File: config.mk
export PLATFORM = sky130hd
export DESIGN_NAME = first_unique_letter_tracker_flat
export DESIGN_NICKNAME = d
export VERILOG_FILES = /design/src/flut_pkg.sv /design/src/flut_ifs.sv /design/src/flut_front.sv /design/src/flut_queue.sv /design/src/flut_back.sv /design/src/first_unique_letter_tracker.sv /design/src/flat_wrapper.sv
export VERILOG_INCLUDE_DIRS = /design/src /design/src/src
export SDC_FILE = /design/constraint.sdc
export NUM_CORES = 1
export LEC_CHECK = 0
export ABC_AREA = 1
export BUFFER_PORTS_ARGS = -buffer_cell sky130_fd_sc_hd__buf_2
export CAP_MARGIN = 25
export CORE_MARGIN = 2
export CORE_UTILIZATION = 45
export CTS_BUF_LIST = sky130_fd_sc_hd__clkbuf_16
export CTS_CLUSTER_DIAMETER = 100
export CTS_CLUSTER_SIZE = 28
export DETAILED_ROUTE_END_ITERATION = 10
export HOLD_SLACK_MARGIN = 0.15
export PLACE_DENSITY = 0.6
export SETUP_SLACK_MARGIN = 0.5
export SLEW_MARGIN = 10
export SYNTH_ARGS = -nofsm -noshare
export SYNTH_HDL_FRONTEND = slang
export SYNTH_SLANG_ARGS = --single-unit
export TNS_END_PERCENT = 20
File: constraint.sdc
create_clock -name clk -period 3.2 [get_ports clk]
set_input_delay 0.8 -clock clk [delete_from_list [all_inputs] [get_ports clk]]
set_output_delay 0.8 -clock clk [all_outputs]
set_load 0.02 [all_outputs]
File: src/first_unique_letter_tracker_assert.svh
// Assertion macros shared by the first unique letter tracker RTL.
// No dependencies; included inside module bodies.
`ifndef FIRST_UNIQUE_LETTER_TRACKER_ASSERT_SVH
`define FIRST_UNIQUE_LETTER_TRACKER_ASSERT_SVH

// Same-cycle implication, disabled while in reset.
`define FLUT_ASSERT_IMP(lbl, clk, rst_n, ante, cons, msg) \
    lbl: assert property (@(posedge clk) disable iff (!rst_n) (ante) |-> (cons)) \
        else $error(msg);

// Next-cycle implication, disabled while in reset.
`define FLUT_ASSERT_NXT(lbl, clk, rst_n, ante, cons, msg) \
    lbl: assert property (@(posedge clk) disable iff (!rst_n) (ante) |=> (cons)) \
        else $error(msg);

`endif

File: src/flut_pkg.sv
// Package for the first unique letter tracker: widths, command codes and types.
// No dependencies.
`timescale 1ns / 1ps

package flut_pkg;

    localparam int LETTER_W          = 5;
    localparam int ALPHABET_SIZE_DEF = 26;

    // Command queue between front and back.
    localparam int QUEUE_DEPTH = 2;
    localparam int QPTR_W      = $clog2(QUEUE_DEPTH);
    localparam int QCNT_W      = $clog2(QUEUE_DEPTH + 1);

    typedef enum logic [1:0] {
        OP_NONE,
        OP_APPEND,
        OP_REMOVE
    } op_t;

    typedef struct packed {
        logic                start;
        op_t                 op;
        logic [LETTER_W-1:0] code;
    } cmd_t;

endpackage

File: src/flut_ifs.sv
// Valid/ready stream interfaces for the input and result channels.
// Depends on flut_pkg.
`timescale 1ns / 1ps

interface flut_in_if;
    import flut_pkg::*;
    logic                valid;
    logic                ready;
    logic                start_req;
    logic [LETTER_W-1:0] letter;

    modport source (output valid, output start_req, output letter, input ready);
    modport sink   (input valid, input start_req, input letter, output ready);
endinterface

interface flut_out_if;
    import flut_pkg::*;
    logic                valid;
    logic                ready;
    logic                found;
    logic [LETTER_W-1:0] unique_letter;

    modport source (output valid, output found, output unique_letter, input ready);
    modport sink   (input valid, input found, input unique_letter, output ready);
endinterface

File: src/flut_front.sv
// Front end: takes input transfers, keeps the seen marks, issues list commands.
// Depends on flut_pkg and flut_ifs.
`timescale 1ns / 1ps

module flut_front #(
    parameter int ALPHABET_SIZE = flut_pkg::ALPHABET_SIZE_DEF
) (
    input  logic          clk,
    input  logic          rst_n,
    flut_in_if.sink       in_ch,
    output logic          push_valid,
    output flut_pkg::cmd_t push_cmd,
    input  logic          push_ready
);
    import flut_pkg::*;
    `include "first_unique_letter_tracker_assert.svh"

    localparam int IDX_W = $clog2(ALPHABET_SIZE);

    logic [ALPHABET_SIZE-1:0] seen_reg;
    logic [ALPHABET_SIZE-1:0] seen_next;
    logic [ALPHABET_SIZE-1:0] seen_base;
    logic [IDX_W-1:0]         idx;
    logic                     code_ok;
    logic                     in_fire;

    assign in_ch.ready = push_ready;
    assign push_valid  = in_ch.valid;
    assign in_fire     = in_ch.valid && push_ready;

    assign code_ok = 32'(in_ch.letter) < 32'(ALPHABET_SIZE);
    assign idx     = IDX_W'(in_ch.letter);

    always_comb
    begin
        seen_base = in_ch.start_req ? '0 : seen_reg;
        seen_next = seen_base;
        push_cmd.start = in_ch.start_req;
        push_cmd.code  = in_ch.letter;
        push_cmd.op    = OP_NONE;
        if (code_ok)
        begin
            // first sighting appends; any later one removes (no-op if already gone)
            push_cmd.op    = seen_base[idx] ? OP_REMOVE : OP_APPEND;
            seen_next[idx] = 1'b1;
        end
    end

    always_ff @(posedge clk or negedge rst_n)
    begin
        if (!rst_n)
            seen_reg <= '0;
        else if (in_fire)
            seen_reg <= seen_next;
    end

    `FLUT_ASSERT_NXT(a_start_clears, clk, rst_n, in_fire && in_ch.start_req,
        $countones(seen_reg) <= 1, "start left stale seen marks")
    `FLUT_ASSERT_IMP(a_append_unseen, clk, rst_n, in_fire && push_cmd.op == OP_APPEND,
        !seen_base[idx], "append issued for a letter already seen")
endmodule

File: src/flut_queue.sv
// Short command queue decoupling the front end from the list back end.
// Depends on flut_pkg.
`timescale 1ns / 1ps

module flut_queue (
    input  logic           clk,
    input  logic           rst_n,
    input  logic           push_valid,
    input  flut_pkg::cmd_t push_cmd,
    output logic           push_ready,
    output logic           pop_valid,
    output flut_pkg::cmd_t pop_cmd,
    input  logic           pop_ready
);
    import flut_pkg::*;
    `include "first_unique_letter_tracker_assert.svh"

    cmd_t              entry_reg [QUEUE_DEPTH];
    logic [QPTR_W-1:0] wr_ptr_reg;
    logic [QPTR_W-1:0] wr_ptr_next;
    logic [QPTR_W-1:0] rd_ptr_reg;
    logic [QPTR_W-1:0] rd_ptr_next;
    logic [QCNT_W-1:0] cnt_reg;
    logic [QCNT_W-1:0] cnt_next;
    logic              push;
    logic              pop;

    assign push_ready = cnt_reg != QCNT_W'(QUEUE_DEPTH);
    assign pop_valid  = cnt_reg != '0;
    assign pop_cmd    = entry_reg[rd_ptr_reg];
    assign push       = push_valid && push_ready;
    assign pop        = pop_valid && pop_ready;

    always_comb
    begin
        wr_ptr_next = wr_ptr_reg;
        rd_ptr_next = rd_ptr_reg;
        cnt_next    = cnt_reg;
        if (push)
            wr_ptr_next = (wr_ptr_reg == QPTR_W'(QUEUE_DEPTH - 1)) ? '0 : wr_ptr_reg + 1'b1;
        if (pop)
            rd_ptr_next = (rd_ptr_reg == QPTR_W'(QUEUE_DEPTH - 1)) ? '0 : rd_ptr_reg + 1'b1;
        if (push && !pop)
            cnt_next = cnt_reg + 1'b1;
        else if (pop && !push)
            cnt_next = cnt_reg - 1'b1;
    end

    always_ff @(posedge clk or negedge rst_n)
    begin
        if (!rst_n)
        begin
            wr_ptr_reg <= '0;
            rd_ptr_reg <= '0;
            cnt_reg    <= '0;
        end
        else
        begin
            wr_ptr_reg <= wr_ptr_next;
            rd_ptr_reg <= rd_ptr_next;
            cnt_reg    <= cnt_next;
        end
    end

    always_ff @(posedge clk)
    begin
        if (push)
            entry_reg[wr_ptr_reg] <= push_cmd;
    end

    `FLUT_ASSERT_IMP(a_cnt_bound, clk, rst_n, 1'b1,
        cnt_reg <= QCNT_W'(QUEUE_DEPTH), "queue count beyond depth")
    `FLUT_ASSERT_NXT(a_pop_only, clk, rst_n, pop && !push,
        cnt_reg == $past(cnt_reg) - 1'b1, "queue count lost a pop")
endmodule

File: src/flut_back.sv
// Back end: compacting cell chain holding the ordered list of unique letters,
// plus the result register. Depends on flut_pkg and flut_ifs.
`timescale 1ns / 1ps

module flut_back #(
    parameter int ALPHABET_SIZE = flut_pkg::ALPHABET_SIZE_DEF
) (
    input  logic           clk,
    input  logic           rst_n,
    input  logic           cmd_valid,
    input  flut_pkg::cmd_t cmd,
    output logic           cmd_ready,
    flut_out_if.source     out_ch
);
    import flut_pkg::*;
    `include "first_unique_letter_tracker_assert.svh"

    localparam int N = ALPHABET_SIZE;

    logic [N-1:0]        vld_reg;
    logic [N-1:0]        vld_next;
    logic [LETTER_W-1:0] dat_reg  [N];
    logic [LETTER_W-1:0] dat_next [N];
    logic [LETTER_W-1:0] dat_up   [N];
    logic [N-1:0]        base_v;
    logic [N-1:0]        prev_v;
    logic [N-1:0]        up_v;
    logic [N-1:0]        match;
    logic [N-1:0]        kill;
    logic                load;

    logic                out_vld_reg;
    logic                out_found_reg;
    logic [LETTER_W-1:0] out_letter_reg;

    assign load      = cmd_valid && (!out_vld_reg || out_ch.ready);
    assign cmd_ready = !out_vld_reg || out_ch.ready;

    assign out_ch.valid         = out_vld_reg;
    assign out_ch.found         = out_found_reg;
    assign out_ch.unique_letter = out_letter_reg;

    // neighbor views of the chain
    always_comb
    begin
        base_v = cmd.start ? '0 : vld_reg;
        prev_v = {base_v[N-2:0], 1'b1};
        up_v   = {1'b0, base_v[N-1:1]};
        for (int i = 0; i < N - 1; i++)
            dat_up[i] = dat_reg[i + 1];
        dat_up[N-1] = dat_reg[N-1];
        for (int i = 0; i < N; i++)
            match[i] = base_v[i] && (dat_reg[i] == cmd.code);
        // cell i closes up when the match sits at or below it
        for (int i = 0; i < N; i++)
            kill[i] = |(match << (N - 1 - i));
    end

    always_comb
    begin
        vld_next = base_v;
        for (int i = 0; i < N; i++)
            dat_next[i] = dat_reg[i];
        unique case (cmd.op)
            OP_APPEND:
            begin
                for (int i = 0; i < N; i++)
                begin
                    if (!base_v[i] && prev_v[i])
                    begin
                        vld_next[i] = 1'b1;
                        dat_next[i] = cmd.code;
                    end
                end
            end
            OP_REMOVE:
            begin
                for (int i = 0; i < N; i++)
                begin
                    if (kill[i])
                    begin
                        vld_next[i] = up_v[i];
                        dat_next[i] = dat_up[i];
                    end
                end
            end
            default:
            begin
                vld_next = base_v;
            end
        endcase
    end

    always_ff @(posedge clk or negedge rst_n)
    begin
        if (!rst_n)
        begin
            vld_reg     <= '0;
            out_vld_reg <= 1'b0;
        end
        else
        begin
            if (load)
                vld_reg <= vld_next;
            if (load)
                out_vld_reg <= 1'b1;
            else if (out_ch.ready)
                out_vld_reg <= 1'b0;
        end
    end

    always_ff @(posedge clk)
    begin
        if (load)
        begin
            for (int i = 0; i < N; i++)
                dat_reg[i] <= dat_next[i];
            out_found_reg  <= vld_next[0];
            out_letter_reg <= vld_next[0] ? dat_next[0] : '0;
        end
    end

    `FLUT_ASSERT_IMP(a_chain_compact, clk, rst_n, 1'b1,
        (vld_reg & (vld_reg + 1'b1)) == '0, "cell chain has a gap")
    `FLUT_ASSERT_NXT(a_head_reported, clk, rst_n, load,
        out_found_reg == vld_reg[0], "result does not match list head")
endmodule

File: src/first_unique_letter_tracker.sv
// First unique letter tracker, top level: front end, command queue, back end.
// Depends on flut_pkg, flut_ifs, flut_front, flut_queue, flut_back.
`timescale 1ns / 1ps

// For each letter transfer on in_ch (code 0..25, start_req opens a new string
// and clears all history first) the block delivers exactly one result transfer
// on out_ch: found=1 with the oldest letter seen exactly once so far, or
// found=0 with unique_letter=0 when no such letter exists. Codes at or above
// ALPHABET_SIZE change nothing and just report the current oldest letter.
// Throughput is one letter per clock sustained while out_ch.ready stays high;
// the back end's cell chain applies one append or remove per cycle. A letter
// taken on in_ch is queued, then applied to the chain and the result register.
// A two-entry command queue sits between the seen-mark front end and the
// chain, so input stays open for up to two more transfers while a result
// waits for out_ch.ready.
// No clearing pass after reset: every valid bit and seen mark is a flip-flop
// cleared by rst_n; data registers are only read under their valid bits.

module first_unique_letter_tracker #(
    parameter int ALPHABET_SIZE = flut_pkg::ALPHABET_SIZE_DEF
) (
    input  logic       clk,
    input  logic       rst_n,
    flut_in_if.sink    in_ch,
    flut_out_if.source out_ch
);
    import flut_pkg::*;

    // front end -> queue
    logic push_valid;
    logic push_ready;
    cmd_t push_cmd;

    // queue -> back end
    logic pop_valid;
    logic pop_ready;
    cmd_t pop_cmd;

    // Classifies each letter against the seen marks: append, remove or nothing.
    flut_front #(
        .ALPHABET_SIZE(ALPHABET_SIZE)
    ) u_front (
        .clk       (clk),
        .rst_n     (rst_n),
        .in_ch     (in_ch),
        .push_valid(push_valid),
        .push_cmd  (push_cmd),
        .push_ready(push_ready)
    );

    flut_queue u_queue (
        .clk       (clk),
        .rst_n     (rst_n),
        .push_valid(push_valid),
        .push_cmd  (push_cmd),
        .push_ready(push_ready),
        .pop_valid (pop_valid),
        .pop_cmd   (pop_cmd),
        .pop_ready (pop_ready)
    );

    // Holds the ordered list; a removal shifts every cell above the match down to close the gap.
    flut_back #(
        .ALPHABET_SIZE(ALPHABET_SIZE)
    ) u_back (
        .clk      (clk),
        .rst_n    (rst_n),
        .cmd_valid(pop_valid),
        .cmd      (pop_cmd),
        .cmd_ready(pop_ready),
        .out_ch   (out_ch)
    );
endmodule
File: src/flat_wrapper.sv
// flat-port wrapper written by rule: the top's interface ports become plain ports
module first_unique_letter_tracker_flat import flut_pkg::*;
#(
    parameter int ALPHABET_SIZE = flut_pkg::ALPHABET_SIZE_DEF
)
  (clk, rst_n, in_ch_valid, in_ch_start_req, in_ch_letter, in_ch_ready, out_ch_valid, out_ch_found, out_ch_unique_letter, out_ch_ready);
  flut_in_if in_ch_i ();
  flut_out_if out_ch_i ();
  input  logic clk;
  input  logic rst_n;
  input wire logic [$bits(in_ch_i.valid)-1:0] in_ch_valid;
  input wire logic [$bits(in_ch_i.start_req)-1:0] in_ch_start_req;
  input wire logic [$bits(in_ch_i.letter)-1:0] in_ch_letter;
  output wire logic [$bits(in_ch_i.ready)-1:0] in_ch_ready;
  output wire logic [$bits(out_ch_i.valid)-1:0] out_ch_valid;
  output wire logic [$bits(out_ch_i.found)-1:0] out_ch_found;
  output wire logic [$bits(out_ch_i.unique_letter)-1:0] out_ch_unique_letter;
  input wire logic [$bits(out_ch_i.ready)-1:0] out_ch_ready;
  assign in_ch_i.valid = in_ch_valid;
  assign in_ch_i.start_req = in_ch_start_req;
  assign in_ch_i.letter = in_ch_letter;
  assign in_ch_ready = in_ch_i.ready;
  assign out_ch_valid = out_ch_i.valid;
  assign out_ch_found = out_ch_i.found;
  assign out_ch_unique_letter = out_ch_i.unique_letter;
  assign out_ch_i.ready = out_ch_ready;
  first_unique_letter_tracker #(.ALPHABET_SIZE(ALPHABET_SIZE)) u_core (.clk(clk), .rst_n(rst_n), .in_ch(in_ch_i), .out_ch(out_ch_i));
endmodule
==> results of run 1 <==
final timing paths:
| kind | from | endpoint | slack (ns) | cells after the start |
|---|---|---|---|---|
| worst max register to register | u_core.u_queue.rd_ptr_reg | u_core.u_back.dat_reg[1][2] | 0.43 | 11 |
| worst min register to register | u_core.u_queue.cnt_reg[0] | u_core.u_queue.cnt_reg[0] | 0.49 | 1 |
| min in group clk | u_core.u_queue.cnt_reg[0] | u_core.u_queue.cnt_reg[0] | 0.49 | 1 |
| max in group asynchronous | rst_n | u_core.u_queue.rd_ptr_reg | 2.60 | 2 |
| worst max-delay path | u_core.u_queue.rd_ptr_reg | u_core.u_back.dat_reg[1][2] | 0.43 | 11 |
| worst min-delay path | rst_n | u_core.u_front.seen_reg[19] | 0.31 | 2 |
metal layers:
| metal | vias to the layer above | GRT usage | routed length [µm] |
|---|---|---|---|
| met4 | 0 | 0.0943 | 1450 |
| met3 | 87 | 0.0330 | 2520 |
| met5 | - | 0 | 0 |
| li1 | 5532 | - | - |
| met1 | 5424 | 0.372 | 17600 |
| met2 | 418 | 0.443 | 18500 |
stage by stage:
| step | utilization | cells | setup WS (ns) | hold WS [ns] | area [µm²] |
|---|---|---|---|---|---|
| floorplan | - | 1684 | 0.503 | 0.446 | 12700 |
| global placement | 0.480 | 2052 | 0.302 | 0.460 | 13300 |
| detailed placement | 0.480 | 2052 | 0.234 | 0.467 | 13300 |
| CTS | 0.510 | 2096 | 0.412 | 0.316 | 14200 |
| global route | 0.519 | 2105 | 0.346 | 0.330 | 14400 |
| finish | 0.519 | 2105 | 0.428 | 0.315 | 14400 |
final cells by class:
| class | instances | share of cell area |
|---|---|---|
| Clock buffer | 13 | 0.0226 |
| Tap cell | 378 | 0.0328 |
| Timing Repair Buffer | 98 | 0.0639 |
| Sequential cell | 209 | 0.416 |
| Clock inverter | 7 | 0.00434 |
| Multi-Input combinational cell | 1132 | 0.390 |
| Inverter | 268 | 0.0704 |
kinds of logic (layout without fill, tap and decap cells):
logic type / Yosys count / after routing / share of synthesized area
and+or+nand+nor: 788 / 793 / 0.259
buffers and inverters: 348 / 386 / 0.113
AOI/OAI and AO/OA: 325 / 325 / 0.146
DFF: 209 / 209 / 0.472
xor gates and xnor gates: 11 / 11 / 0.00760
adders and majority gates: 3 / 3 / 0.00296
power by group:
| part | internal (mW) | switching [mW] | total [mW] | leakage (nW) |
|---|---|---|---|---|
| logic | 3.48 | 7.20 | 10.7 | 4.37 |
| clock network | 0.772 | 0.977 | 1.75 | 0.194 |
| registers | 4.67 | 0.670 | 5.34 | 2.19 |
worst max-delay path, cell delays in order, from the launching register on:
cell and delay [ns]:
dfrtp_2 0.47, buf_8 0.17, o21ai_0 0.39, inv_1 0.09, ha_1 0.23, inv_2 0.18, nor2_1 0.10, inv_1 0.17
nor2_1 0.08, inv_1 0.05, buf_4 0.33, o21ai_0 0.21
placed cells by master, fill, tap and decap left out, types with 4 or more instances in the layout:
cell type    n
a21oi_1     45
a221oi_4     6
a31oi_2      5
and2_1       5
buf_12      13
buf_2       17
buf_4       60
buf_8        5
clkbuf_16   13
dfrtp_1     56
edfxtp_1   152
inv_1      254
inv_2       12
nand2_1    478
nand2_2     13
nand2_4     13
nand2_8      5
nand3_1     94
nand4_1      4
nor2_1     138
nor2_2      17
nor2_4       9
nor3_1      10
o211ai_1    19
o21ai_0    183
o21ai_1     15
o22ai_1     28
o32ai_1     10
xor2_1       8
timing repair:
item                       4_1_cts  5_1_grt
resized for setup               40       38
cloned                           4        2
setup endpoints to repair      207      257
setup buffers                   20        7
pin swaps                       11        8
==> impl_metrics.ini, run 1 <==
[detailed_routing]
drc = 0
ant_nets = 0
drtIter0Drc = 1072
vias_per_cell = 5.44
routed_wl_mm = 40.1
drt-pass1-iter-count = 5
wl_per_cell_um = 19.0
vias = 11500

[synth]
synth_cell_types = 42
synth_nets = 1697
ys.flop_type = edfxtp_1
synth_seq_area_share = 0.472
synth_area_leader_cell = edfxtp_1
synthArstFlopShare = 0.273
syn_area_mm2 = 0.0127
yosys-top-cells-area = edfxtp_1, nand2_1, dfrtp_1
avgSynthCellArea_um2 = 7.53
synth-edff-count = 152
syn_inst = 1684
ys_warn_count = 0
yosysMostFrequentCell = nand2_1
yosys-top-cells-count = nand2_1, inv_1, o21ai_0, edfxtp_1, nor2_1
synth_top_area_share = 0.360
ys_ff_latch = 209

[clock_tree]
numCtsBuffers = 12
holdBufCountCts = 0
clk_pin_slew_ns = 0.11
clock-sinks = 209
cts_buffer_depth = 3
cts_root_buffer = clkbuf_16
insertion_delay_ns = 0.49
htreeDepth = 1
cts_tree = yes

[sta]
tns_ns = 0
fin_skew_ns = 0.0153
slew_violations = 0
maxSlewHeadroom = 0.501
fmax_mhz = 361
worstMarginPinSlew_ns = 0.746
rsz0062_at_grt = yes
final-hold-violation-count = 0
setup_viol = 0
fin_crit_sh = 0.866
period_needed_ns = 2.77

[grt]
grt_overflow = 0
grt_start_max_net_pins = 62
grt_pass1_wl_mm = 61.2
antenna_found_initial = 0
grtUsageTotal = 0.271
grt_pass1_vias = 10900

[critical_path]
endpoint_kind = flip-flop
criticalPathCategory = reg2reg
worst-path-max-fanout = 21
required_ns = 3.41
start_kind = flip-flop
arrival_ns = 2.98

[power]
vdd_drop_max_mv = 0.592
leakagePower_nw = 6.75
p_total_mw = 17.8
p_per_area_mw_per_mm2 = 1230

[placement]
numPortBuffers = 17
hpwl_mm = 25.5
place.gp.congestion = 0.928

[floorplan]
core_area_mm2 = 0.0278
die-height_um = 172
rows = 61
start_util = 0.457
pin_count = 18
die_w_um = 172
die-area_mm2 = 0.0295

[cells_and_area]
largest_register_ffs = 130
drive_gt1_frac = 0.122
diodes = 0
multi_input_area_mm2 = 0.00562
finalNetCount = 1734
fill_cells = 2708
regArea_mm2 = 0.00599
area_growth_pct = 13.6

[hold_path]
hp-class = in2async

[run]
drv_cap = 0

[outcome]
run_status = complete, no violations
No activity file was read; power rests on OpenSTA's default activity.
==> inputs of run 2 (changes only) <==
--- a/config.mk
+++ b/config.mk
@@ -11,12 +11,12 @@
 export CAP_MARGIN = 25
 export CORE_MARGIN = 2
 export CORE_UTILIZATION = 45
-export CTS_BUF_LIST = sky130_fd_sc_hd__clkbuf_16
 export CTS_CLUSTER_DIAMETER = 100
 export CTS_CLUSTER_SIZE = 28
 export DETAILED_ROUTE_END_ITERATION = 10
 export HOLD_SLACK_MARGIN = 0.15
 export PLACE_DENSITY = 0.6
+export REMOVE_ABC_BUFFERS = 1
 export SETUP_SLACK_MARGIN = 0.5
 export SLEW_MARGIN = 10
 export SYNTH_ARGS = -nofsm -noshare
==> run 2 against run 1 <==
- die area stayed put
- power is 5.3% higher
- cell count is 1.5% higher
- core utilization is 1.7 points higher
- clock-buffer cell count is 3 higher
- clock skew is 0.016 ns higher
- sequential cell count stayed put
- non-clock buffer count is 32 higher
- fmax is 0.96% higher
- routed wire length is 5.9% higher
- critical path type unchanged
- largest cell class unchanged
- largest power group unchanged
==> impl_metrics.ini, run 2 (same netlist as run 1, synthesis figures left out) <==
[clock_tree]
holdBufCountCts = 0
cts_root_buffer = clkbuf_16
numCtsBuffers = 12
cts_tree = yes
clk_pin_slew_ns = 0.12
htreeDepth = 1
insertion_delay_ns = 0.51
clock-sinks = 209
cts_buffer_depth = 3

[sta]
worstMarginPinSlew_ns = 0.807
slew_violations = 0
fin_crit_sh = 0.858
rsz0062_at_grt = yes
whs_ns = 0.369
final-hold-violation-count = 0
maxSlewHeadroom = 0.460
fmax_mhz = 364
fin_skew_ns = 0.0309
setup_viol = 0
period_needed_ns = 2.75

[cells_and_area]
finalNetCount = 1765
area_growth_pct = 17.4
layout_commonest_cell = nand2_1
drive_gt1_frac = 0.152
fill_cells = 2665
multi_input_area_mm2 = 0.00569
regArea_mm2 = 0.00599
largest_register_ffs = 130
final_cell_mix = nand2_1, inv_1, o21ai_0
finalCoreUtilization = 0.536
diodes = 0

[grt]
top_usage_layer = met2
grt_pass1_vias = 11100
grt_overflow = 0
met1_usage = 0.393
grt_use_met2 = 0.439
grt_start_max_net_pins = 51
use_met3 = 0.0542
antenna_found_initial = 0
grtUsageTotal = 0.281
grt_pass1_wl_mm = 63.4

[critical_path]
crit_buf_inv = 4
worst-path-max-fanout = 6
critPathMostFrequentCell = nand2_1
slowest_delay_ns = 0.51
endpoint_kind = flip-flop
arrival_ns = 2.97
required_ns = 3.42
criticalPathCategory = reg2reg
cp_cell_sequence = buf_8, nand2_1, nand2_2, buf_2, nand2_1, nand3_1, nor2_1, nand2_1, nand2_1, nor2_4, buf_4, nand2_1, nor2_1, a221oi_2, buf_4
start_kind = flip-flop
cp_top_family = simple AND/OR/NAND/NOR gates
slowest_stage = dfrtp_2

[detailed_routing]
vias = 12000
routed_wl_mm = 42.4
drt-pass1-iter-count = 7
ant_nets = 0
drc = 0
wl_per_cell_um = 19.8
vias_per_cell = 5.62
drtIter0Drc = 1645

[floorplan]
pin_count = 18
die-height_um = 172
start_util = 0.457
die-area_mm2 = 0.0295
die_w_um = 172
rows = 61
core_area_mm2 = 0.0278

[run]
drv_cap = 0

[power]
p_per_area_mw_per_mm2 = 1260
p_total_mw = 18.7
leakagePower_nw = 6.96
vdd_drop_max_mv = 1.20

[hold_path]
hp-class = in2async

[placement]
hpwl_mm = 27.3
place.gp.congestion = 0.975
numPortBuffers = 17

[outcome]
run_status = complete, no violations
-- run 2: power by group --
part	internal (mW)	switching (mW)	leakage, nW
clock	0.805	0.983	0.193
combinational	3.94	7.64	4.59
sequential	4.67	0.673	2.19
-- run 2: layout make-up --
class | count | area share
Multi-Input combinational cell | 1130 | 0.382
Sequential cell | 209 | 0.402
Inverter | 268 | 0.0685
Timing Repair Buffer | 130 | 0.0882
Clock buffer | 16 | 0.0233
Timing Repair inverter | 1 | 0.000420
Tap cell | 378 | 0.0318
Clock inverter | 4 | 0.00336
-- run 2: stage by stage --
step	cell area (µm²)	std cells	worst slack, ns	TNS [ns]
after floorplan	12300	1604	-1.85	-374.58
after global placement	13500	2069	0.226	0
after detailed placement	13500	2069	0.153	0
after CTS	14100	2105	0.403	0
after global routing	14900	2136	0.313	0
final	14900	2136	0.454	0
-- run 2: metal layers --
metal / share of wire / wire, µm / vias to the layer above
li1: - / - / 5588
met1: 0.42 / 17700 / 5606
met2: 0.44 / 18600 / 680
met3: 0.10 / 4430 / 132
met4: 0.039 / 1670 / 0
met5: 0 / 0 / -
-- run 2: worst paths after layout --
kind	startpoint	to	slack [ns]	cells past startpoint
hold reg to reg	u_core.u_queue.cnt_reg[0]	u_core.u_queue.cnt_reg[0]	0.48	1
min in group clk	u_core.u_queue.cnt_reg[0]	u_core.u_queue.cnt_reg[0]	0.48	1
setup / recovery	u_core.u_queue.rd_ptr_reg	u_core.u_back.dat_reg[0][79]	0.45	15
hold / removal	rst_n	u_core.u_back.vld_reg[19]	0.37	1
setup reg to reg	u_core.u_queue.rd_ptr_reg	u_core.u_back.dat_reg[0][79]	0.45	15
max in group asynchronous	rst_n	u_core.u_front.seen_reg[3]	2.06	2
-- run 2: what timing repair did --
| action | 4_1_cts | 5_1_grt |
|---|---|---|
| cloned | 2 | 10 |
| setup endpoints to repair | 221 | 250 |
| pin swaps | 4 | 21 |
| gates resized for setup | 26 | 106 |
| setup buffers | 14 | 21 |
